### src/sv/pressure_temperature_compensation_macros.svh
// ----------------------------------------------------------------------------
// pressure_temperature_compensation_macros
// Assertion macros shared by the compensation block modules.
// ----------------------------------------------------------------------------
`ifndef PRESSURE_TEMPERATURE_COMPENSATION_MACROS_SVH
`define PRESSURE_TEMPERATURE_COMPENSATION_MACROS_SVH

// same-cycle implication, disabled while reset is low
`define PTC_ASSERT_IMP(label, clk, rst_n, ante, cons, msg) \
    label: assert property (@(posedge clk) disable iff (!rst_n) (ante) |-> (cons)) \
        else $error(msg);

// next-cycle implication, disabled while reset is low
`define PTC_ASSERT_NXT(label, clk, rst_n, ante, cons, msg) \
    label: assert property (@(posedge clk) disable iff (!rst_n) (ante) |=> (cons)) \
        else $error(msg);

`endif

### src/sv/ptc_pkg.sv
// ----------------------------------------------------------------------------
// ptc_pkg
// Types, constants and helpers of the pressure/temperature compensation block.
// ----------------------------------------------------------------------------
package ptc_pkg;

    // configuration port
    localparam int CFG_IDX_W = 8;
    localparam int CAL_W     = 16;

    typedef enum logic [CFG_IDX_W-1:0] {
        CFG_CAL_WORD_ONE   = 8'd0,
        CFG_CAL_WORD_TWO   = 8'd1,
        CFG_CAL_WORD_THREE = 8'd2,
        CFG_CAL_WORD_FOUR  = 8'd3
    } t_cfg_reg;

    // unpacked calibration coefficients
    typedef struct packed {
        logic [14:0] c1;
        logic [11:0] c2;
        logic [9:0]  c3;
        logic [9:0]  c4;
        logic [10:0] c5;
        logic [5:0]  c6;
    } t_coef;

    // stream widths
    localparam int RAW_W     = 16;
    localparam int RES_W     = 16;
    localparam int S_DATA_W  = 2 * RAW_W;
    localparam int M_DATA_W  = 4 * RES_W;

    // temperature difference from the reference reading, fits 18 bits signed
    localparam int DT_W      = 18;
    localparam int UT1_W     = 17;
    localparam logic [UT1_W-1:0] UT1_BASE = 17'd20224;

    // item handed from front to back
    typedef struct packed {
        logic [RAW_W-1:0]       d1;
        logic signed [DT_W-1:0] dt;
    } t_item;

    // second-order correction range
    typedef enum logic [1:0] {
        RANGE_MID,
        RANGE_COLD,
        RANGE_HOT
    } t_range;

    // arithmetic constants
    localparam logic signed [31:0] D1_OFFSET   = 32'sd7168;
    localparam logic signed [31:0] SENS_BASE   = 32'sd24576;
    localparam logic signed [31:0] C4_OFFSET   = 32'sd512;
    localparam logic signed [31:0] C6_T1_ADD   = 32'sd50;
    localparam logic signed [31:0] C6_T2_ADD   = 32'sd24;
    localparam logic signed [31:0] T_BASE      = 32'sd200;
    localparam logic signed [31:0] T_COLD_EDGE = 32'sd200;
    localparam logic signed [31:0] T_HOT_EDGE  = 32'sd450;
    localparam logic signed [31:0] P_BASE      = 32'sd2500;
    localparam logic signed [31:0] P_COLD_REF  = 32'sd3500;
    localparam logic signed [31:0] P_HOT_REF   = 32'sd10000;

    // division toward zero by 2**n of a signed 32-bit word
    function automatic logic signed [31:0] div_pow2(input logic signed [31:0] x,
                                                    input int unsigned n);
        logic signed [31:0] b;
        b = x;
        if (x[31]) begin
            b = x + ((32'sd1 <<< n) - 32'sd1);
        end
        return b >>> n;
    endfunction

endpackage

### src/sv/ptc_front.sv
// ----------------------------------------------------------------------------
// ptc_front
// Takes raw sample pairs, forms the temperature difference dT and hands the
// item to the queue; holds it while the queue is full.
// ----------------------------------------------------------------------------
`include "pressure_temperature_compensation_macros.svh"

module ptc_front (
    input  logic                      i_clk,
    input  logic                      i_rst_n,
    input  ptc_pkg::t_coef            i_coef,
    input  logic                      i_valid,
    output logic                      o_ready,
    input  logic [ptc_pkg::RAW_W-1:0] i_d1,
    input  logic [ptc_pkg::RAW_W-1:0] i_d2,
    input  logic                      i_full,
    output logic                      o_push,
    output ptc_pkg::t_item            o_item
);

    logic                              r_valid;
    ptc_pkg::t_item                    r_item;
    ptc_pkg::t_item                    n_item;
    logic [ptc_pkg::UT1_W-1:0]         w_ut1;
    logic                              w_accept;

    // reference reading ut1 = 8*c5 + 20224, dT = d2 - ut1
    always_comb begin
        w_ut1     = {3'b000, i_coef.c5, 3'b000} + ptc_pkg::UT1_BASE;
        n_item.d1 = i_d1;
        n_item.dt = $signed({2'b00, i_d2}) - $signed({1'b0, w_ut1});
    end

    // handshake: holding stage empties into the queue when it has room
    assign o_push   = r_valid && !i_full;
    assign o_ready  = !r_valid || !i_full;
    assign w_accept = i_valid && o_ready;
    assign o_item   = r_item;

    always_ff @(posedge i_clk) begin
        if (!i_rst_n) begin
            r_valid <= 1'b0;
        end else if (w_accept) begin
            r_valid <= 1'b1;
        end else if (o_push) begin
            r_valid <= 1'b0;
        end
    end

    always_ff @(posedge i_clk) begin
        if (w_accept) begin
            r_item <= n_item;
        end
    end

    // a held request is never dropped while the queue is full
    `PTC_ASSERT_NXT(a_front_hold, i_clk, i_rst_n, r_valid && i_full, r_valid, "front request lost")

endmodule

### config.mk
export PLATFORM = sky130hd
export DESIGN_NAME = ptc_front
export DESIGN_NICKNAME = d
export VERILOG_FILES = /design/src/sv/ptc_pkg.sv /design/src/sv/ptc_front.sv
export VERILOG_INCLUDE_DIRS = /design/src /design/src/sv
export SDC_FILE = /design/constraint.sdc
export NUM_CORES = 1
export LEC_CHECK = 0
export BUFFER_PORTS_ARGS = -buffer_cell sky130_fd_sc_hd__buf_2
export CORE_ASPECT_RATIO = 0.6
export CORE_UTILIZATION = 44
export DETAILED_ROUTE_END_ITERATION = 10
export HOLD_SLACK_MARGIN = 0.1
export PLACE_DENSITY_LB_ADDON = 0.25
export SLEW_MARGIN = 20
export SYNTH_ARGS = -nofsm -noshare
export SYNTH_HDL_FRONTEND = slang
export SYNTH_SLANG_ARGS = --single-unit
### constraint.sdc
create_clock -name i_clk -period 3.4 [get_ports i_clk]
set_input_delay 0.34 -clock i_clk [delete_from_list [all_inputs] [get_ports i_clk]]
set_output_delay 0.34 -clock i_clk [all_outputs]
set_load 0.005 [all_outputs]
[Word-level counts from Yosys, hierarchy flattened]
Index checks and enable logic that the tools add are counted.
W data, S select, Z words.
Operators by class
  muxes and demuxes: 2
  $add $sub $neg: 2
  reductions and logical operators: 6
Operators with widths (count)
  $sub A16 B16 Y17: 1
  $add A14 B15 Y16 const B: 1
  $logic_and A1 B1 Y1: 2
  $logic_not A1 Y1: 2
  $mux W1: 2
  $reduce_bool A2 Y1: 1
  $logic_or A1 B1 Y1: 1
Word-level totals
  logic and storage cells: 13
  register bits after elaboration: 35
  output and inout bits: 36

[Depth between registers and ports, before layout]
  word-level depth: 4
  mapped depth: 10

[Worst setup path before layout]
OpenSTA, ideal clock, no wires.
  path type: input to register
  from: in i_coef[7] (netlist bit)
  to: reg r_item (netlist bit o_item[13]) (data pin)
  cell stages on the path: 9
  path slack: 1.237 ns
  required time: 3.141 ns
  data arrival time: 1.904 ns
  cell sequence: inv_1 -> ha_1 -> ha_1 -> a21oi_1 -> o21ai_1 -> a31oi_1 -> o221ai_2 -> a31oi_1 -> xnor2_1
RTL lines
  start, declared: RTL line ptc_front.sv:11  | input ptc_pkg::t_coef i_coef,
  end signal, assigned: RTL line ptc_front.sv:52  | r_item <= n_item;
  end, declared: RTL line ptc_front.sv:22  | ptc_pkg::t_item r_item;

==> impl_metrics.toml <==
[run_status]
status = "finished, final reports clean"

[clocking]
cts_resized = 0
cts_tree = "done"
numCtsBuffers = 5
clkTransAtPathRegs_ps = 70
cts.sinks = 34
post_cts_buffers = 0
holdBufCountCts = 0
clk_latency_ps = 280
root_buffer = "clkbuf_8"
ctsHtreeMaxLevel = 2
clock_path_buffers = 2

[sta]
fin_crit_sh = 0.647
finalSetupViolCount = 0
fin_tns_setup_ps = 0
max_freq_mhz = 455
relSlewSlack = 0.562
worstMarginPinSlew_ps = 658
hold_violations = 0
period_minus_slack_ps = 2200
setup_slack_ps = 1200
rsz0062_at_grt = "false"
finClkSkew_ps = 4.52
slew_viol_final = 0

[worst_setup_path]
cp_num_buf_inv = 2
crit_required_ps = 3430
reg2reg_depth = 3
crit_family = "compound AO/OA/AOI/OAI gates"
r2r_slack_ps = 1770
slowest_stage = "a31oi_1"
rr_endpoint = "o_item[2]$_DFFE_PP_"
crit_fanout = 4
critPathCaptureType = "flip-flop"
cpPeakStageDelay_ps = 350
crit_chain = "buf_2 > inv_1 > ha_1 > ha_1 > a21oi_1 > o21ai_1 > a31oi_1 > o221ai_2 > a31oi_1 > xnor2_1"
start_kind = "primary input"
cp.arrival_ps = 2230
path_class = "primary input to flip-flop"
reg2reg_from = "r_valid$_SDFFE_PN0P_"

[cells_and_area]
area_delta_synth_final_pct = 30.1
fin_area_um2 = 2450
drive_gt1_frac = 0.397
antennaDiodeCount = 0
final_cells = 299
final_nets = 367

[die]
die_h_um = 52.7
start_util = 0.486
ios = 136
die_w_um = 86.5
rows = 17
dieArea_um2 = 4550
core_area_um2 = 3870

[synth]
yosys_register_bits = 34
yosys.area.top_type_share = 0.526
yosysTopAreaCell = "edfxtp_1"
syn_nets = 278
synth_flop_cell = "edfxtp_1"
syn_area_um2 = 1880
yosys_warnings = 0
synth_commonest_cells = "edfxtp_1, ha_1, inv_1"
ys_types = 27
synth_seq_area_share = 0.537
netlist_top_cells_area = "edfxtp_1, ha_1, inv_1"
async_flop_share = 0
syn_inst = 152
avgSynthCellArea_um2 = 12.4
synth_edf_count = 33
yosysMostFrequentCell = "edfxtp_1"

[min_path]
min_path_cells = 1
hp-class = "primary input to flip-flop"
whs_endpoint = "o_item[21]$_DFFE_PP_"
hp-start = "i_d1[3]"

[global_routing]
grt_max_degree = 19
grt_overflow = 0
grt_pass1_vias = 1187
antenna_found_initial = 0
grt_pass1_wl_um = 5420
grtUsageTotal = 0.161

[placement]
gp_congestion = 0.850
io_buffers = 82
placed_cells = 291
postPlaceCellArea_um2 = 2360
dp_hpwl_um = 2890
place_worst_setup_slack_ps = 906

[pwr]
power.density_nw_per_um2 = 438
power_mw = 1.07
ir_worst_vdd_mv = 0.163
leakage_nw = 1.17

[detailed_routing]
firstDrtPassIters = 4
drt_drc_violations_left = 0
routedWlPerCell_um = 11.8
num_vias = 1360
wl_um = 3520
drt-initial-drc-count = 31
ant_nets = 0
avgViaCountPerCell = 4.55

[job]
max_cap_viol_count = 0
cell usage in the layout, fill, tap and decap left out:
cell type | netlist | final
o21ai_0 | 6 | 6
dfxtp_1 | 1 | 1
and2_1 | 2 | 2
clkinv_2 | 0 | 1
a211oi_1 | 1 | 1
a41oi_2 | 1 | 1
nor2_1 | 8 | 8
o221ai_2 | 1 | 1
a21oi_1 | 8 | 8
o21ai_1 | 1 | 1
o21a_1 | 3 | 3
a21o_1 | 3 | 3
a21oi_2 | 2 | 2
nor2b_1 | 4 | 4
clkinv_1 | 0 | 1
xor2_1 | 4 | 4
ha_1 | 26 | 26
xnor2_1 | 8 | 8
clkinvlp_4 | 0 | 1
inv_1 | 22 | 22
buf_2 | 0 | 82
or2b_1 | 1 | 1
and3_1 | 1 | 1
a21boi_0 | 1 | 1
nand2_1 | 5 | 5
a311oi_2 | 1 | 1
o31ai_2 | 1 | 1
nand3_1 | 3 | 3
edfxtp_1 | 33 | 33
buf_4 | 1 | 1
clkbuf_8 | 0 | 5
a31oi_1 | 4 | 4
worst max path at each step:
stage / start / endpoint / slack, ps / cells past startpoint
after floorplan: i_coef[7] / o_item[13]$_DFFE_PP_ / 1240 / 9
after global placement: i_coef[7] / o_item[15]$_DFFE_PP_ / 940 / 10
after detailed placement: i_coef[7] / o_item[15]$_DFFE_PP_ / 910 / 10
after CTS: i_coef[7] / o_item[15]$_DFFE_PP_ / 1190 / 10
after global routing: i_coef[7] / o_item[15]$_DFFE_PP_ / 1010 / 10
final: i_coef[7] / o_item[15]$_DFFE_PP_ / 1200 / 10
cells by family after synthesis:
logic type,count (synthesis),synth area share
compound gates,33,0.126
xor+xnor,12,0.0558
fa+ha+maj,26,0.173
buf+inv,23,0.0478
flops,34,0.537
simple gates,24,0.0611
report_power, final:
part / internal, mW / switching, mW
sequential: 0.518 / 0.0101
clock: 0.140 / 0.137
combinational: 0.128 / 0.141
final cells by class:
| cell class | instances | area (um^2) |
|---|---|---|
| Fill cell | 329 | 1420 |
| Sequential cell | 34 | 1010 |
| Multi-Input combinational cell | 95 | 782 |
| Timing Repair Buffer | 83 | 418 |
| Inverter | 22 | 82.6 |
| Tap cell | 57 | 71.3 |
| Clock buffer | 5 | 68.8 |
| Clock inverter | 3 | 16.3 |
stage by stage:
stage	utilization	hold WS, ps
floorplan	-	439
global placement	0.611	510
detailed placement	0.611	518
CTS	0.633	224
global route	0.633	217
finish	0.633	232
routing by layer:
layer  up-vias  global-route usage  wire length [um]  part of all wire
met2        52               0.243              1500              0.43
met4         0              0.0583                42             0.012
met5         -                   0                 0                 0
li1        719                   -                 -                 -
met3         5              0.0472               276             0.078
met1       584               0.219              1700              0.48
state kept, by name, summed over array words and instances (netlist names):
signal	cells
o_item	33
r_valid	1
No activity file was read; power rests on OpenSTA's default activity.
