$ cat src/sv/pressure_temperature_compensation_macros.svh
// ----------------------------------------------------------------------------
// pressure_temperature_compensation_macros
// Assertion macros shared by the compensation block modules.
// ----------------------------------------------------------------------------
`ifndef PRESSURE_TEMPERATURE_COMPENSATION_MACROS_SVH
`define PRESSURE_TEMPERATURE_COMPENSATION_MACROS_SVH

// same-cycle implication, disabled while reset is low
`define PTC_ASSERT_IMP(label, clk, rst_n, ante, cons, msg) \
    label: assert property (@(posedge clk) disable iff (!rst_n) (ante) |-> (cons)) \
        else $error(msg);

// next-cycle implication, disabled while reset is low
`define PTC_ASSERT_NXT(label, clk, rst_n, ante, cons, msg) \
    label: assert property (@(posedge clk) disable iff (!rst_n) (ante) |=> (cons)) \
        else $error(msg);

`endif

$ cat src/sv/ptc_pkg.sv
// ----------------------------------------------------------------------------
// ptc_pkg
// Types, constants and helpers of the pressure/temperature compensation block.
// ----------------------------------------------------------------------------
package ptc_pkg;

    // configuration port
    localparam int CFG_IDX_W = 8;
    localparam int CAL_W     = 16;

    typedef enum logic [CFG_IDX_W-1:0] {
        CFG_CAL_WORD_ONE   = 8'd0,
        CFG_CAL_WORD_TWO   = 8'd1,
        CFG_CAL_WORD_THREE = 8'd2,
        CFG_CAL_WORD_FOUR  = 8'd3
    } t_cfg_reg;

    // unpacked calibration coefficients
    typedef struct packed {
        logic [14:0] c1;
        logic [11:0] c2;
        logic [9:0]  c3;
        logic [9:0]  c4;
        logic [10:0] c5;
        logic [5:0]  c6;
    } t_coef;

    // stream widths
    localparam int RAW_W     = 16;
    localparam int RES_W     = 16;
    localparam int S_DATA_W  = 2 * RAW_W;
    localparam int M_DATA_W  = 4 * RES_W;

    // temperature difference from the reference reading, fits 18 bits signed
    localparam int DT_W      = 18;
    localparam int UT1_W     = 17;
    localparam logic [UT1_W-1:0] UT1_BASE = 17'd20224;

    // item handed from front to back
    typedef struct packed {
        logic [RAW_W-1:0]       d1;
        logic signed [DT_W-1:0] dt;
    } t_item;

    // second-order correction range
    typedef enum logic [1:0] {
        RANGE_MID,
        RANGE_COLD,
        RANGE_HOT
    } t_range;

    // arithmetic constants
    localparam logic signed [31:0] D1_OFFSET   = 32'sd7168;
    localparam logic signed [31:0] SENS_BASE   = 32'sd24576;
    localparam logic signed [31:0] C4_OFFSET   = 32'sd512;
    localparam logic signed [31:0] C6_T1_ADD   = 32'sd50;
    localparam logic signed [31:0] C6_T2_ADD   = 32'sd24;
    localparam logic signed [31:0] T_BASE      = 32'sd200;
    localparam logic signed [31:0] T_COLD_EDGE = 32'sd200;
    localparam logic signed [31:0] T_HOT_EDGE  = 32'sd450;
    localparam logic signed [31:0] P_BASE      = 32'sd2500;
    localparam logic signed [31:0] P_COLD_REF  = 32'sd3500;
    localparam logic signed [31:0] P_HOT_REF   = 32'sd10000;

    // division toward zero by 2**n of a signed 32-bit word
    function automatic logic signed [31:0] div_pow2(input logic signed [31:0] x,
                                                    input int unsigned n);
        logic signed [31:0] b;
        b = x;
        if (x[31]) begin
            b = x + ((32'sd1 <<< n) - 32'sd1);
        end
        return b >>> n;
    endfunction

endpackage

$ cat src/sv/ptc_queue.sv
// ----------------------------------------------------------------------------
// ptc_queue
// Short register queue between the front and the arithmetic back end.
// ----------------------------------------------------------------------------
`include "pressure_temperature_compensation_macros.svh"

module ptc_queue #(
    parameter int DEPTH = 4
) (
    input  logic           i_clk,
    input  logic           i_rst_n,
    input  logic           i_push,
    input  ptc_pkg::t_item i_item,
    output logic           o_full,
    input  logic           i_pop,
    output logic           o_empty,
    output ptc_pkg::t_item o_item
);

    localparam int PTR_W = (DEPTH > 1) ? $clog2(DEPTH) : 1;
    localparam int CNT_W = $clog2(DEPTH + 1);

    ptc_pkg::t_item   r_mem [DEPTH];
    logic [PTR_W-1:0] r_wr_ptr;
    logic [PTR_W-1:0] r_rd_ptr;
    logic [CNT_W-1:0] r_count;
    logic             w_push;
    logic             w_pop;

    assign o_full  = (r_count == CNT_W'(DEPTH));
    assign o_empty = (r_count == '0);
    assign w_push  = i_push && !o_full;
    assign w_pop   = i_pop && !o_empty;
    assign o_item  = r_mem[r_rd_ptr];

    // pointers and fill count
    always_ff @(posedge i_clk) begin
        if (!i_rst_n) begin
            r_wr_ptr <= '0;
            r_rd_ptr <= '0;
            r_count  <= '0;
        end else begin
            if (w_push) begin
                r_wr_ptr <= (r_wr_ptr == PTR_W'(DEPTH - 1)) ? '0 : r_wr_ptr + 1'b1;
            end
            if (w_pop) begin
                r_rd_ptr <= (r_rd_ptr == PTR_W'(DEPTH - 1)) ? '0 : r_rd_ptr + 1'b1;
            end
            if (w_push && !w_pop) begin
                r_count <= r_count + 1'b1;
            end else if (w_pop && !w_push) begin
                r_count <= r_count - 1'b1;
            end
        end
    end

    // entry storage
    always_ff @(posedge i_clk) begin
        if (w_push) begin
            r_mem[r_wr_ptr] <= i_item;
        end
    end

    `PTC_ASSERT_IMP(a_q_bound, i_clk, i_rst_n, 1'b1, r_count <= CNT_W'(DEPTH), "queue overfilled")
    `PTC_ASSERT_IMP(a_q_pop, i_clk, i_rst_n, i_pop, !o_empty, "pop from empty queue")
    `PTC_ASSERT_NXT(a_q_grow, i_clk, i_rst_n, w_push && !w_pop, r_count == $past(r_count) + 1'b1, "queue count not advanced")

endmodule

$ cat config.mk
export PLATFORM = sky130hd
export DESIGN_NAME = ptc_queue
export DESIGN_NICKNAME = d
export VERILOG_FILES = /design/src/sv/ptc_pkg.sv /design/src/sv/ptc_queue.sv
export VERILOG_INCLUDE_DIRS = /design/src /design/src/sv
export SDC_FILE = /design/constraint.sdc
export NUM_CORES = 1
export LEC_CHECK = 0
export BUFFER_PORTS_ARGS = -buffer_cell sky130_fd_sc_hd__buf_2
export CAP_MARGIN = 25
export CELL_PAD_IN_SITES_DETAIL_PLACEMENT = 1
export CELL_PAD_IN_SITES_GLOBAL_PLACEMENT = 1
export CORE_UTILIZATION = 53
export DETAILED_ROUTE_END_ITERATION = 12
export PLACE_DENSITY = 0.92
export SYNTH_ARGS = -nofsm -noshare
export SYNTH_HDL_FRONTEND = slang
export SYNTH_SLANG_ARGS = --single-unit
$ cat constraint.sdc
create_clock -name i_clk -period 6.2 [get_ports i_clk]
set_clock_uncertainty 0.1 [all_clocks]
set_input_delay 0.93 -clock i_clk [delete_from_list [all_inputs] [get_ports i_clk]]
set_output_delay 0.93 -clock i_clk [all_outputs]
set_load 0.005 [all_outputs]
[Word level (Yosys, flattened, before mapping)]
Memory sizes are Yosys's and may differ from the RTL's. A register that Yosys moved wholly into a read port is not among the register bits.
Index checks and enable logic that the tools add are counted.
Word-level totals
  register bits after elaboration: 7
  input port bits: 38
  memories: 1
  bits in writable memories: 136
  word-level logic and storage cells: 29
  output and inout bits: 36
Operators by class
  mux-type cells: 8
  equal/unequal tests: 3
  add/subtract/negate cells: 4
  reductions and logical operators: 10
Memory list
  r_mem: words 4, width 34, read ports 1, clocked after Yosys merged registers in 1, write ports 1, RTL line ptc_queue.sv:23  | ptc_pkg::t_item r_mem [DEPTH];
Operators by type and width (number)
  $mux W2: 4
  $mux W3: 2
  $add A2 B1 Y2 const B: 2
  $eq A2 B2 Y1 const B: 2
  $logic_and A1 B1 Y1: 4
  $logic_not A1 Y1: 4
  $add A3 B1 Y3 const B: 1
  $eq A3 B3 Y1 const B: 1
  $logic_not A3 Y1: 1
  $sub A3 B1 Y3 const B: 1
  $mux W1: 2
  $reduce_bool A2 Y1: 1

[Depth between registers and ports, before layout]
Gate-level depths: netlist of the first run.
  depth in word-level cells: 7
  mapped depth: 9

[Worst setup path after synthesis of the first run]
No wires, ideal clock.
  kind: input -> register
  start point: input i_push
  end point: register r_count[2]
  setup time: 0.076 ns
  buffers on the path: 1
  required time: 6.024 ns
  slack: 3.652 ns
  cell stages on the path: 8
  arrival: 2.373 ns
  cells stage by stage: nor2b_1 buf_2 ha_1 inv_1 fa_1 xor2_1 or3_1 a21boi_0
On the way
  word-level cells in the longest chain between the ends: 4
  elaborated cells between the ends (all ways): 6
  classes of those cells: mux: 1; reduce/logical: 5
Ends and longest elaborated chain
  from (decl): RTL line ptc_queue.sv:12  | input logic i_push,
  $logic_and A1 B1 Y1 (*): RTL line ptc_queue.sv:32  | assign w_push = i_push && !o_full;
  net w_push: RTL line ptc_queue.sv:27  | logic w_push;
  $logic_not A1 Y1: RTL line ptc_queue.sv:51  | end else if (w_pop && !w_push) begin
  $logic_and A1 B1 Y1: RTL line ptc_queue.sv:51
  $reduce_bool A2 Y1 (no line)
  to (signal assigned): RTL line ptc_queue.sv:50  | r_count <= r_count + 1'b1;
  to (signal assigned): RTL line ptc_queue.sv:52  | r_count <= r_count - 1'b1;
  to (decl): RTL line ptc_queue.sv:26  | logic [CNT_W-1:0] r_count;
Mark *: on every way through the listed nets, which the timed path passes. The rest lies on a longest branch.
A chain may end at the register's enable or synchronous reset.

==> results_dict.tcl, run 1 <==
set metrics [dict create \
    cts-root-buf "clkbuf_8" \
    drc_errors 0 \
    synth_top_area_share_pct 75.14 \
    comb_power_share_pct 18.7 \
    antenna_found_initial 1 \
    max_slew_margin_pct 36.85 \
    io-pin-count 74 \
    cts.hold.buffers_added 0 \
    ff2ff_setup_slack_ns 3.64 \
    die-area_um2 10660 \
    clk_latency_ns 0.52 \
    yosysTopAreaCell "edfxtp_1" \
    status "finished, final reports clean" \
    end_kind "output port" \
    die_w_um 103.3 \
    fmax_mhz 300.0 \
    die_h_um 103.3 \
    holdWs_ns 0.4235 \
    synth_top_cells_by_area "edfxtp_1 (75%), mux4_2 (12%), dfxtp_1 (3.3%)" \
    synth_area_um2 5435 \
    cts_setup_buffers 0 \
    clockBufferDepth 2 \
    r2r_end "r_count[2]" \
    htreeDepth 4 \
    reg2reg_from "r_count[0]" \
    finalNetCount 357 \
    fin_setup_tns_ns 0 \
    hpwlAfterDp_um 6324 \
    critPathMaxFanout 28 \
    peakVddDrop_v 0.0002380 \
    cts_num_sinks 145 \
    seq_area_frac_synth_pct 78.45 \
    postSynthAreaPerCell_um2 23.73 \
    internal_power_mw 2.029 \
    clockPowerShare_pct 34.4 \
    power_leakage_nw 2.218 \
    synth_cells 229 \
    grt-ovfl-total 0 \
    initial_core_util_pct 55.10 \
    cts.clk_slew.worst_paths_ns 0.06 \
    timing.final.crit_share_pct 53.77 \
    hp-start "r_wr_ptr[1]" \
    slew_viol_final 0 \
    layoutNonFillerInstCount 457 \
    worstHoldEndpoint "r_wr_ptr[1]" \
    grt_pass1_vias 2694 \
    grt.total_usage_pct 21.77 \
    cts_tree "built" \
    tightest_slew_ns 0.9473 \
    wirelength_um 10540 \
    synth_nets 274 \
    critPathLaunchType "flop" \
    final_common_cell "edfxtp_1" \
    n_fill_cell 836 \
    viasPerCell 5.538 \
    finalHoldViolations 0 \
    p_seq_share_pct 47.0 \
    period_needed_ns 3.334 \
    place_congestion 0.6510 \
    drt_iter0_markers 106 \
    synth.distinct_cells 25 \
    max_cap_viol_count 0 \
    hp-class "flop to flop" \
    crit_required_ns 5.17 \
    cts.repair.resized 0 \
    rows 36 \
    crit_arrival_ns 2.30 \
    layout-drive-gt1-share_pct 42.59 \
    yosysWarnings 0 \
    dp_cells 426 \
    rsz0062_at_grt "no" \
    ant_nets 0 \
    grt_max_degree 35 \
    power_mw 2.697 \
    grt_pass1_wl_um 15530 \
    whs_path_depth 2 \
    n_antenna_cell 0 \
    dr_total_vias 2531 \
    stdcell_area_um2 6424 \
    port_buffers 73 \
    p_per_area_nw_per_um2 419.9 \
    netSwitchingFraction_pct 24.76 \
    dpl_cell_area_um2 5883 \
    ys_ff_latch 145 \
    area.growth.synth_to_final_pct 18.19 \
    crit_type "flop to output port" \
    cts_buffers 17 \
    switchingPower_uw 667.9 \
    setup_viol_count_final 0 \
    coreArea_um2 9864 \
    layout_common_cells "edfxtp_1 (136), buf_2 (73), mux4_2 (30)" \
    worstRegToRegCells 7 \
    drtPass1Iterations 4 \
    drt-wirelength-per-cell_um 23.06 \
]
worst max-delay path, cell delays in order, from the launching register on:
cell	delay [ns]
dfxtp_2	0.46
buf_4	0.51
mux4_1	0.63
buf_2	0.15
kinds of logic after synthesis:
kind of cell / after synthesis / synth area share (%)
flip-flops: 145 / 78.45
multiplexers: 37 / 14.92
AND/OR/NAND/NOR: 20 / 1.980
buffers and inverters: 13 / 2.026
adder cells (fa/ha/maj): 7 / 1.750
AO/OA/AOI/OAI: 5 / 0.5525
XOR/XNOR: 2 / 0.3223
cell type report:
class	instances	area [um2]	area share, %
tap	133	166.4	2.591
clock inverter	12	118.9	1.850
sequential	145	4267	66.42
timing repair buffer	74	372.9	5.804
clock buffer	19	421.7	6.564
multi-input combinational	71	1066	16.60
inverter	3	11.26	0.1753
synthesized netlist by cell type:
master and instances:
o31ai_1 1, xor2_1 1, mux4_2 30, nand2_1 6, nor3_1 1, buf_12 3
o21ai_0 3, nor3b_2 1, nor2b_1 2, a21boi_0 1, or3_1 1, clkbuf_1 2
buf_2 4, edfxtp_1 136, mux4_1 4, nor2_1 2, fa_1 1, ha_1 6
nand3_1 2, dfxtp_1 9, buf_6 1, mux2i_1 3, and2_1 5, inv_1 3
xnor2_1 1
flip-flops by register name (all words and copies together), names as in the netlist, named ones only:
register	count
r_count	3
r_mem	136
r_rd_ptr	2
r_wr_ptr	2
how the worst max path moves through the flow:
stage	startpoint	end	slack [ns]	cells past startpoint
after floorplan	i_push	r_count[2]	3.65	8
after global placement	i_push	r_count[2]	3.33	8
after detailed placement	i_push	r_count[2]	3.17	8
after CTS	flop	o_item[25]	2.75	3
after global routing	flop	o_item[25]	2.68	3
final	flop	o_item[24]	2.87	3
per-stage QoR:
step	utilization, %	setup WS, ns
after floorplan	-	3.652
after global placement	59.64	3.329
after CTS	65.12	2.753
final	65.12	2.866
after detailed placement	59.64	3.172
after global routing	65.12	2.683
power groups by stage:
| stage | combinational [mW] | clock, mW | sequential [mW] |
|---|---|---|---|
| global route | 0.555 | 0.977 | 1.28 |
| detailed placement | 0.510 | 0 | 1.29 |
| CTS | 0.517 | 0.947 | 1.27 |
| finish | 0.503 | 0.928 | 1.27 |
| floorplan | 0.376 | 0 | 1.24 |
| global placement | 0.489 | 0 | 1.27 |
routing by layer:
| layer | vias up | wire length, um | global-route usage [%] |
|---|---|---|---|
| met4 | 2 | 176 | 8.992 |
| met5 | - | 13 | 0 |
| met3 | 16 | 440 | 7.661 |
| met2 | 72 | 5539 | 35.38 |
| li1 | 1122 | - | - |
| met1 | 1319 | 4368 | 26.91 |
Note: power is estimated with default switching activity, not from simulation.
==> run 2, diff against run 1 <==
CORE_UTILIZATION = 50   (was 53)
PLACE_DENSITY = 0.88   (was 0.92)
clock period = 3.2 ns   (was 6.2 ns; I/O delays follow)
==> run 2 against run 1 <==
Net effect: via count shrank 0.83%; clock power increased by 110%; non-clock buffer count is 5 higher; die area is 5.9% higher; combinational power increased by 100%; final area grew 1.7%; count of clock-buffer cells in the layout down 2; utilization down 2.4 points; register-to-register slack got worse by 3.0 ns; global-route usage decreased by 1.5 points; routed wire length fell by 2.6%; setup slack lost 2.4 ns; largest cell class unchanged.
==> results_dict.tcl, run 2 (synthesis gave the netlist of run 1 again) <==
set metrics [dict create \
    hp-class "input pin to flop" \
    die-area_um2 11290 \
    coreArea_um2 10420 \
    max_cap_viol_count 0 \
    cts.clk_slew.worst_paths_ns 0.06 \
    fmax_mhz 360.1 \
    power_leakage_nw 2.256 \
    grt_pass1_vias 2853 \
    use_met2_pct 35.99 \
    viasPerCell 5.398 \
    cts.hold.buffers_added 0 \
    rows 37 \
    use_met1_pct 23.82 \
    max_flop_register "r_mem" \
    fin_setup_tns_ns 0 \
    place_congestion 0.7012 \
    rsz0062_at_grt "no" \
    slew_viol_final 0 \
    clk_latency_ns 0.51 \
    netSwitchingFraction_pct 25.16 \
    drtPass1Iterations 4 \
    htreeDepth 4 \
    dr_total_vias 2510 \
    comb_power_share_pct 18.7 \
    final_common_cell "edfxtp_1" \
    setup_viol_count_final 0 \
    area.growth.synth_to_final_pct 20.19 \
    ff2ff_setup_slack_ns 0.64 \
    wirelength_um 10270 \
    hpwlAfterDp_um 6388 \
    die_h_um 106.3 \
    cts.repair.resized 0 \
    cts_num_sinks 145 \
    grt_util_met3_pct 5.518 \
    finalHoldViolations 0 \
    n_antenna_cell 0 \
    grt_max_degree 35 \
    drc_errors 0 \
    internal_power_mw 4.051 \
    dp_cells 434 \
    p_per_area_nw_per_um2 828.6 \
    clockBufferDepth 2 \
    layout-drive-gt1-share_pct 44.68 \
    critPathLaunchType "flop" \
    tightest_slew_ns 0.5422 \
    grt.total_usage_pct 20.25 \
    layoutNonFillerInstCount 465 \
    cts-root-buf "clkbuf_8" \
    critPathMaxStageDelay_ns 0.63 \
    grt_pass1_wl_um 15990 \
    p_seq_share_pct 45.1 \
    period_needed_ns 2.777 \
    finalNetCount 362 \
    die_w_um 106.3 \
    crit_chain "buf_12, mux4_1, buf_2" \
    crit_required_ns 2.62 \
    largestRegisters "r_mem (136), r_count (3)" \
    cts_buffers 17 \
    status "finished, final reports clean" \
    largest_register_ffs 136 \
    power_mw 5.413 \
    switchingPower_mw 1.362 \
    critPathMaxFanout 24 \
    layout_common_cells "edfxtp_1 (136), buf_2 (73), mux4_2 (30)" \
    timing.final.crit_share_pct 86.77 \
    path_buf_inv 2 \
    grt-busiest-layer "met2" \
    port_buffers 73 \
    drt_iter0_markers 118 \
    initial_core_util_pct 52.18 \
    io-pin-count 74 \
    peakVddDrop_v 0.0004241 \
    utilization_pct 62.71 \
    end_kind "output port" \
    cts_setup_buffers 0 \
    cts_tree "built" \
    max_slew_margin_pct 63.55 \
    crit_type "flop to output port" \
    clockPowerShare_pct 36.2 \
    cp_slowest_cell "mux4_1" \
    crit_arrival_ns 2.20 \
    critPathTopFamily "multiplexers" \
    holdWs_ns 0.07466 \
    ant_nets 0 \
    drt-wirelength-per-cell_um 22.08 \
    antenna_found_initial 0 \
    grt-ovfl-total 0 \
]
run 2: cell count changes in the layout (fill, tap and decap cells not counted):
cell	delta
buf_12	+1
buf_4	+4
bufinv_16	+1
clkbuf_1	-2
clkinv_1	-2
clkinv_2	-5
clkinvlp_4	+4
inv_6	+4
run 2: metal layers:
metal | share of wire (%) | vias up | wire length [um]
met5 | 0 | - | 0
met4 | 0.87 | 0 | 89
met3 | 3.9 | 8 | 399
met2 | 56 | 63 | 5717
met1 | 40 | 1304 | 4061
li1 | - | 1135 | -
run 2: path summary, 6_finish.rpt:
path                    start      endpoint  cells past startpoint
setup / recovery         flop    o_item[25]                      3
hold / removal     i_item[23]  r_mem[0][23]                      1
setup reg to reg   r_count[0]    r_count[2]                      8
hold reg to reg   r_wr_ptr[1]   r_wr_ptr[1]                      2
run 2: per-stage QoR:
| stage | setup slack [ns] | instance area [um2] |
|---|---|---|
| 3_5_place_dp | 0.5850 | 5937 |
| 2_1_floorplan | 0.9880 | 5435 |
| 5_1_grt | 0.2657 | 6533 |
| 3_3_place_gp | 0.7805 | 5937 |
| 4_1_cts | 0.3380 | 6533 |
| 6_report | 0.4232 | 6533 |
run 2: layout make-up:
type                            count  area [um2]
Sequential cell                   145        4267
Fill cell                         887        3884
Timing Repair Buffer               79       422.9
Clock inverter                     14       181.4
Inverter                            3       11.26
Clock buffer                       17       414.1
Multi-Input combinational cell     71        1066
Tap cell                          136       170.2
run 2: worst reg2reg max path: cells and delay by family (launching register included):
| kind | cells | cell delay [ns] |
|---|---|---|
| simple gates | 3 | 0.84 |
| fa+ha+maj | 2 | 0.67 |
| flops | 1 | 0.46 |
| xor+xnor | 1 | 0.19 |
| compound gates | 1 | 0.17 |
| buf+inv | 1 | 0.07 |
run 2: power groups by stage:
stage          registers, mW  clock network, mW  logic [mW]
6_report                2.44               1.96        1.01
5_1_grt                 2.47               2.07        1.10
3_5_place_dp            2.48                  0        1.03
2_1_floorplan           2.40                  0       0.728
4_1_cts                 2.45               2.00        1.04
3_3_place_gp            2.45                  0        1.01
